$ cat src/rtl/set_assoc_writeback_cache_macros.svh
// Assertion macros for the set-associative write-back cache.
// Included by the top level; no other dependencies.
`ifndef SET_ASSOC_WRITEBACK_CACHE_MACROS_SVH
`define SET_ASSOC_WRITEBACK_CACHE_MACROS_SVH
`ifndef SYNTHESIS
`define SAWC_ASSERT_SAME(lbl, clk, rst, ante, cons) \
   lbl: assert property (@(posedge clk) disable iff (rst) (ante) |-> (cons)) \
      else $error("sawc assertion failed");
`define SAWC_ASSERT_NEXT(lbl, clk, rst, ante, cons) \
   lbl: assert property (@(posedge clk) disable iff (rst) (ante) |=> (cons)) \
      else $error("sawc assertion failed");
`else
`define SAWC_ASSERT_SAME(lbl, clk, rst, ante, cons)
`define SAWC_ASSERT_NEXT(lbl, clk, rst, ante, cons)
`endif
`endif

$ cat src/rtl/sawc_pkg.sv
// Shared constants, types and helpers of the set-associative write-back cache.
// Used by the controller, the datapath and the top level; no dependencies.
`default_nettype none
package sawc_pkg;

   localparam int DATA_W        = 32;
   localparam int ADDR_W        = 18;
   localparam int TAG_W         = 12;
   localparam int LINE_ADDR_W   = 12;
   localparam int OFFSET_BITS   = 6;
   localparam int LINE_WORDS    = 16;
   localparam int WORD_IDX_W    = 4;
   localparam int WORD_CNT_W    = WORD_IDX_W + 1;
   localparam int LFSR_W        = 16;
   localparam int SIZE_W        = 5;
   localparam int WAYS_W        = 4;
   localparam int SHIFT_W       = 4;
   localparam int CSR_IDX_W     = 2;
   localparam int CSR_DATA_W    = 5;
   localparam int MAX_LINES_DEF = 2048;
   localparam int MEM_WORDS_DEF = 65536;

   localparam logic [SIZE_W-1:0] SIZE_RESET = 5'd14;
   localparam logic [SIZE_W-1:0] SIZE_MIN   = 5'd6;
   localparam logic [SIZE_W-1:0] SIZE_MAX   = 5'd17;
   localparam logic [WAYS_W-1:0] WAYS_RESET = 4'd2;
   localparam logic [LFSR_W-1:0] LFSR_SEED  = 16'd1;

   localparam logic [CSR_IDX_W-1:0] CSR_CACHE_SIZE = 2'd0;
   localparam logic [CSR_IDX_W-1:0] CSR_WAYS       = 2'd1;

   localparam logic OP_READ  = 1'b0;
   localparam logic OP_WRITE = 1'b1;

   typedef struct packed {
      logic latch_req;
      logic cnt_zero;
      logic cnt_inc;
      logic clear;
      logic clr_mem;
      logic scan_rd;
      logic scan_chk;
      logic pick;
      logic vic_rd;
      logic vic_chk;
      logic wb_step;
      logic fill_step;
      logic acc_rd;
      logic acc_wr;
   } ctrl_cmd_type;

   typedef struct packed {
      logic clr_last;
      logic scan_hit;
      logic scan_last;
      logic found;
      logic vic_dirty;
      logic word_last;
      logic cfg_write;
   } dp_status_type;

   // Word index into main memory before wrapping to its size.
   function automatic logic [LINE_ADDR_W+WORD_IDX_W-1:0] mem_word_index(
      input logic [LINE_ADDR_W-1:0] line_addr,
      input logic [WORD_IDX_W-1:0]  word);
      mem_word_index = {line_addr, word};
   endfunction

endpackage
`default_nettype wire

$ cat src/rtl/sawc_ctrl.sv
// Sequencer of the set-associative write-back cache: clearing passes, way scan,
// victim write-back, line fill and the final access. Uses sawc_pkg.
`default_nettype none
module sawc_ctrl (
   input  wire                    clock,
   input  wire                    reset,
   input  wire                    req_valid,
   output logic                   req_ready,
   output logic                   rsp_valid,
   input  wire                    rsp_ready,
   input  sawc_pkg::dp_status_type status,
   output sawc_pkg::ctrl_cmd_type  cmd
);

   localparam logic [3:0] ST_CLEAR    = 4'd0;
   localparam logic [3:0] ST_IDLE     = 4'd1;
   localparam logic [3:0] ST_SCAN_RD  = 4'd2;
   localparam logic [3:0] ST_SCAN_CHK = 4'd3;
   localparam logic [3:0] ST_PICK     = 4'd4;
   localparam logic [3:0] ST_VIC_RD   = 4'd5;
   localparam logic [3:0] ST_VIC_CHK  = 4'd6;
   localparam logic [3:0] ST_WB       = 4'd7;
   localparam logic [3:0] ST_FILL     = 4'd8;
   localparam logic [3:0] ST_ACC_RD   = 4'd9;
   localparam logic [3:0] ST_ACC_WR   = 4'd10;

   logic [3:0] state_ff, state_in;
   logic       clr_mem_ff, clr_mem_in;
   logic       rsp_valid_ff, rsp_valid_in;

   always_comb begin
      cmd          = '0;
      state_in     = state_ff;
      clr_mem_in   = clr_mem_ff;
      rsp_valid_in = rsp_valid_ff && !rsp_ready;
      req_ready    = 1'b0;
      case (state_ff)
         ST_CLEAR: begin
            cmd.clear   = 1'b1;
            cmd.clr_mem = clr_mem_ff;
            cmd.cnt_inc = 1'b1;
            if (status.clr_last) begin
               state_in   = ST_IDLE;
               clr_mem_in = 1'b0;
            end
         end
         ST_IDLE: begin
            req_ready = 1'b1;
            if (req_valid) begin
               cmd.latch_req = 1'b1;
               cmd.cnt_zero  = 1'b1;
               state_in      = ST_SCAN_RD;
            end
         end
         ST_SCAN_RD: begin
            cmd.scan_rd = 1'b1;
            state_in    = ST_SCAN_CHK;
         end
         ST_SCAN_CHK: begin
            cmd.scan_chk = 1'b1;
            if (status.scan_hit) begin
               state_in = ST_ACC_RD;
            end else if (status.scan_last) begin
               state_in = ST_PICK;
            end else begin
               cmd.cnt_inc = 1'b1;
               state_in    = ST_SCAN_RD;
            end
         end
         ST_PICK: begin
            cmd.pick = 1'b1;
            if (status.found) begin
               cmd.cnt_zero = 1'b1;
               state_in     = ST_FILL;
            end else begin
               state_in = ST_VIC_RD;
            end
         end
         ST_VIC_RD: begin
            cmd.vic_rd = 1'b1;
            state_in   = ST_VIC_CHK;
         end
         ST_VIC_CHK: begin
            cmd.vic_chk  = 1'b1;
            cmd.cnt_zero = 1'b1;
            state_in     = status.vic_dirty ? ST_WB : ST_FILL;
         end
         ST_WB: begin
            cmd.wb_step = 1'b1;
            cmd.cnt_inc = 1'b1;
            if (status.word_last) begin
               cmd.cnt_zero = 1'b1;
               state_in     = ST_FILL;
            end
         end
         ST_FILL: begin
            cmd.fill_step = 1'b1;
            cmd.cnt_inc   = 1'b1;
            if (status.word_last) begin
               state_in = ST_ACC_RD;
            end
         end
         ST_ACC_RD: begin
            cmd.acc_rd = 1'b1;
            state_in   = ST_ACC_WR;
         end
         ST_ACC_WR: begin
            // The result register must be free before the access commits.
            if (!rsp_valid_ff || rsp_ready) begin
               cmd.acc_wr   = 1'b1;
               rsp_valid_in = 1'b1;
               state_in     = ST_IDLE;
            end
         end
         default: begin
            state_in = ST_IDLE;
         end
      endcase
      // A register write drops every line; a pass clearing main memory carries on.
      // A word offered in the same cycle waits until the pass is over.
      if (status.cfg_write) begin
         cmd.latch_req = 1'b0;
         cmd.cnt_zero  = 1'b1;
         req_ready     = 1'b0;
         clr_mem_in    = (state_ff == ST_CLEAR) && clr_mem_ff;
         state_in      = ST_CLEAR;
      end
   end

   always_ff @(posedge clock) begin
      if (reset) begin
         state_ff     <= ST_CLEAR;
         clr_mem_ff   <= 1'b1;
         rsp_valid_ff <= 1'b0;
      end else begin
         state_ff     <= state_in;
         clr_mem_ff   <= clr_mem_in;
         rsp_valid_ff <= rsp_valid_in;
      end
   end

   assign rsp_valid = rsp_valid_ff;

endmodule
`default_nettype wire

$ cat config.mk
export PLATFORM = sky130hd
export DESIGN_NAME = sawc_ctrl
export DESIGN_NICKNAME = d
export VERILOG_FILES = /design/src/rtl/set_assoc_writeback_cache_macros.svh /design/src/rtl/sawc_pkg.sv /design/src/rtl/sawc_ctrl.sv
export SDC_FILE = /design/constraint.sdc
export NUM_CORES = 1
export LEC_CHECK = 0
export ABC_CLOCK_PERIOD_IN_PS = 2800
export BUFFER_PORTS_ARGS = -buffer_cell sky130_fd_sc_hd__buf_4
export CAP_MARGIN = 30
export CELL_PAD_IN_SITES_DETAIL_PLACEMENT = 1
export CELL_PAD_IN_SITES_GLOBAL_PLACEMENT = 2
export CORE_MARGIN = 5
export CORE_UTILIZATION = 25
export CTS_BUF_LIST = sky130_fd_sc_hd__clkbuf_4 sky130_fd_sc_hd__clkbuf_8
export CTS_CLUSTER_SIZE = 8
export DETAILED_ROUTE_END_ITERATION = 8
export MAX_ROUTING_LAYER = met4
export PLACE_DENSITY = 0.93
export SETUP_SLACK_MARGIN = 0.3
export SYNTH_ARGS = -nofsm -noshare
export SYNTH_HDL_FRONTEND = slang
export SYNTH_SLANG_ARGS = --single-unit
export TNS_END_PERCENT = 5
$ cat constraint.sdc
create_clock -name clock -period 2.8 [get_ports clock]
set_clock_uncertainty 0.1 [all_clocks]
set_input_delay 0.84 -clock clock [delete_from_list [all_inputs] [get_ports clock]]
set_output_delay 0.84 -clock clock [all_outputs]
set_load 0.01 [all_outputs]
== Word-level counts from Yosys, hierarchy flattened ==
Index checks and enable logic that the tools add are counted.

* Eq/ne operators: 15
* Multiplexer cells: 37
* Reductions and logical operators: 12

{| class="wikitable"
|+ Operators by type and width
! kind !! count
|-
| $pmux 4 s11 || 1
|-
| $mux 4 || 8
|-
| $mux 1 || 22
|-
| $eq 4x3->1 const B || 4
|-
| $eq 4x4->1 const B || 3
|-
| $ne 2x2->1 const B || 5
|-
| $eq 4x2->1 const B || 2
|-
| $mux 2 || 3
|-
| $reduce_and 5->1 || 1
|-
| $eq 4x1->1 const B || 1
|-
| $logic_not 4->1 || 1
|-
| $pmux 1 s4 || 1
|-
| $reduce_bool 2->1 || 2
|-
| $mux 3 || 1
|-
| $reduce_or 3->1 || 1
|-
| $logic_and 1x1->1 || 2
|-
| $logic_not 1->1 || 2
|-
| $pmux 1 s2 || 1
|-
| $reduce_and 2->1 || 1
|-
| $reduce_or 2->1 || 1
|-
| $logic_or 1x1->1 || 1
|}

* Flip-flop bits (word level): 6
* Output and inout bits: 16
* Logic and storage cells: 67

== Longest topological paths before layout ==
* Word-level depth: 4
* Depth in mapped cells: 6

== Least setup slack after synthesis ==
Ideal clock, no wire load.

* Path kind: input to output
* Start point: in status[0] (netlist bit)
* End point: out cmd[13] (netlist bit)
* Arrival time: 1405 ps
* Required time: 1860 ps
* Slack: 455 ps
* Stages: 2
* Buffers on the path: 0
* Path through: nor3_1 and2_1

{| class="wikitable"
|+ RTL lines
! what !! line !! source
|-
| start, declared || sawc_ctrl.sv:11 || <nowiki>input sawc_pkg::dp_status_type status,</nowiki>
|-
| end, declared || sawc_ctrl.sv:12 || <nowiki>output sawc_pkg::ctrl_cmd_type cmd</nowiki>
|}

==> results.txt <==
- Worst setup slack for register-to-register paths: 0.68 ns
* CTS tree: done
* Hold Path Cell Cnt: 1
- Net count of the mapped netlist: 92
- # Post-CTS Setup Buffers: 0
- The first global-routing pass estimated 3290 um of wire.
- Actual transition at the worst max-transition pin: 0.309 ns
- Fillers: 291
- The worst-case IR drop observed on VDD is 0.111 mV.
* Worst path required time: 1.86 ns
* Yosys Warn Count: 0
- Final worst-path cycle share: 88.1%
- Worst setup slack after layout: 0.333 ns
- Measured along the x axis, the die boundary spans 57.2 um.
* Proportion of layout cells with a drive suffix above 1: 34.6%
* Flip-flop and latch count after synthesis: 6
- Final #Nets: 120
- Synthesis handed over a netlist of 81 instances.
- After clock tree synthesis, the flow added hold-fix buffers numbering 0.
- Once layout is complete, the cells apart from fillers number 135.
- Setup repair after global routing missed its margin: true
- Setup violations remaining at the end of the flow were counted as 0.
- Final Hold Fails: 0
* Crit Path Category: in2out
* Number of max-cap violations: 0
- Iteration-0 DRC count of the detailed router: 11
- Headroom to the max-slew limit came out at 79.3%.
- Via count: 703
- Number of enable flip-flop cells after synthesis: 0
- In the global route stage, overall resource usage came out at 13.0%.
- After floorplanning, the core was divided into 17 placement rows.
- Floorplan Core Area: 2170 um^2
- H-tree level count: 1
- Post-route DRC: 0
* PwrDens: 325 nW/um^2
- First-pass iteration count of the detailed router: 4
- FFs w/ async S/R, synth: 0%
- IO buf count: 26
* Routed length per instance: 14.7 um
- Timing would allow up to 0.405 GHz.
* Most instantiated flip-flop cell in the synthesis netlist: dfxtp_1
- The count of nets left with antenna violations once routing finished came out at 0.
* Number of antenna cells inserted: 0
* Leakage Power: 0.345 nW
* Setup Total Neg Slack: 0 ns
* Status: finished, final reports clean
- Avg Synthesized Cell Area: 6.87 um^2
* Placed wire-length estimate after detailed placement: 1530 um
- Initial antenna violation count: 0
- The netlist uses 31 different library cells.
- Using the TritonRoute via totals, the vias-per-cell ratio works out to 5.21.
- In this run the cell area measured after placement is 776 um^2.
- Entering global routing, the biggest net connects 17 pins.
- The worst setup path is captured at an output pin.
- The tightest min-delay check is of the reg2reg type.
- Worst-path fanout max: 8
- Vertical extent of the die: 57.2 um
- The clock passes through at most 2 buffers.
* Clock latency at the later pin of the worst-skew pair: 0.25 ns
- The final count of pins violating max slew came to 0.
- The die covers 3270 um^2.
* Portion of the post-synthesis area used by sequential elements: 21.6%
* Clock-pin transition on the worst setup and hold timing paths: 0.04 ns
- The root buffer cell chosen for the clock tree is clkbuf_4.
- CP Data Arrival Time: 1.53 ns
- Via count of the first global-routing pass: 728
* Count of boundary I/O pins: 27
* Total Wirelength: 1990 um
- Total global routing overflow: 0
* Cell Area, Synth: 557 um^2
- Worst reg2reg path depth: 7
- STA classifies the critical path startpoint as a primary input.
* Post-synthesis to final-layout area growth: 44.0%
- Number of instances in the placed design: 132
- CTS saw 6 sinks.
* Worst slack after detailed placement: 0.327 ns
- Routability cong.: 0.789
- Counting the buffers created by CTS gives 3.
- Effective utilization at floorplan: 25.7%
* Post-route standard cell area excluding fillers: 802 um^2
* Final min period: 2.47 ns
-- cell families after synthesis --
kind of cell	synth area share [%]
multiplexers	7.19
buffers and inverters	7.42
AND/OR/NAND/NOR	40.7
AO/OA/AOI/OAI	23.1
flip-flops	21.6
-- area by class of cell --
class                   instances  area [um^2]  share of cell area [%]
inverters                       2         7.51                   0.936
clock buffers                   3         22.5                    2.81
repair buffers                 29          218                    27.1
flip-flops and latches          6          121                    15.1
multi-input cells              67          398                    49.6
well taps                      28         35.0                    4.37
-- metrics by stage --
step                      util, %  power [mW]  hold slack (ns)
after floorplan                 -       0.140            0.351
after global placement       35.8       0.179            0.363
after detailed placement     35.8       0.181            0.379
after CTS                    37.0       0.265            0.386
after global routing         37.0       0.275            0.400
final                        37.0       0.261            0.386
-- sequential cells by signal (all words and copies together) (netlist names) --
signal	cells
rsp_valid	1
clr_mem_ff	1
state_ff	4
-- worst max-delay path, cell delays in order --
cell,delay [ns]
buf_4,0.14
nor3_1,0.24
and2_1,0.18
buf_4,0.12
-- cells in the mapped netlist, types with 2 or more instances --
library cell / n / area (um^2)
a21oi_1: 3 / 15.0
a31oi_1: 2 / 12.5
and2_1: 2 / 12.5
buf_4: 3 / 22.5
clkbuf_1: 3 / 11.3
dfxtp_1: 6 / 120
inv_1: 2 / 7.51
mux2i_1: 4 / 40.0
nand2b_1: 4 / 25.0
nand3b_1: 2 / 15.0
nor2_1: 19 / 71.3
nor2b_1: 3 / 18.8
nor3_1: 5 / 25.0
nor3b_1: 2 / 15.0
o21ai_0: 3 / 15.0
o22ai_1: 3 / 18.8
-- path summary, 6_finish.rpt --
path	from	to
setup / recovery	status[0]	cmd[13]
setup reg to reg	state_ff[0]$_SDFFE_PP0P_	state_ff[1]$_SDFFE_PP0P_
hold / removal	clr_mem_ff$_SDFFE_PP1P_	clr_mem_ff$_SDFFE_PP1P_
hold reg to reg	clr_mem_ff$_SDFFE_PP1P_	clr_mem_ff$_SDFFE_PP1P_
-- metal layers --
metal | routed length [um] | track usage (%) | up-vias
met1 | 800 | 14.7 | 328
met2 | 1010 | 21.4 | 26
met3 | 152 | 2.49 | 4
met4 | 28 | 7.28 | 0
li1 | - | - | 345
met5 | 0 | - | -
-- layout by cell type, fill, tap and decap left out, types with 2 or more instances in the layout --
cell,Yosys,final
buf_4,3,29
nor2_1,19,19
nor3_1,5,5
dfxtp_1,6,5
mux2i_1,4,4
nand2b_1,4,3
a21oi_1,3,3
o21ai_0,3,3
nor2b_1,3,3
o22ai_1,3,3
clkbuf_4,0,3
and2_1,2,2
nor3b_1,2,2
a31oi_1,2,2
inv_1,2,2
nand3b_1,2,2
-- timing repair --
item / CTS / global route
endpoints found under the setup margin: 3 / 3
resized for setup: 2 / 0
endpoints found under the hold margin: 0 / 0
-- where the power goes --
part           internal [mW]  switching, mW
sequential            0.0894        0.00730
clock                 0.0486         0.0329
combinational         0.0431         0.0394
Note: power is estimated with default switching activity, not from simulation.
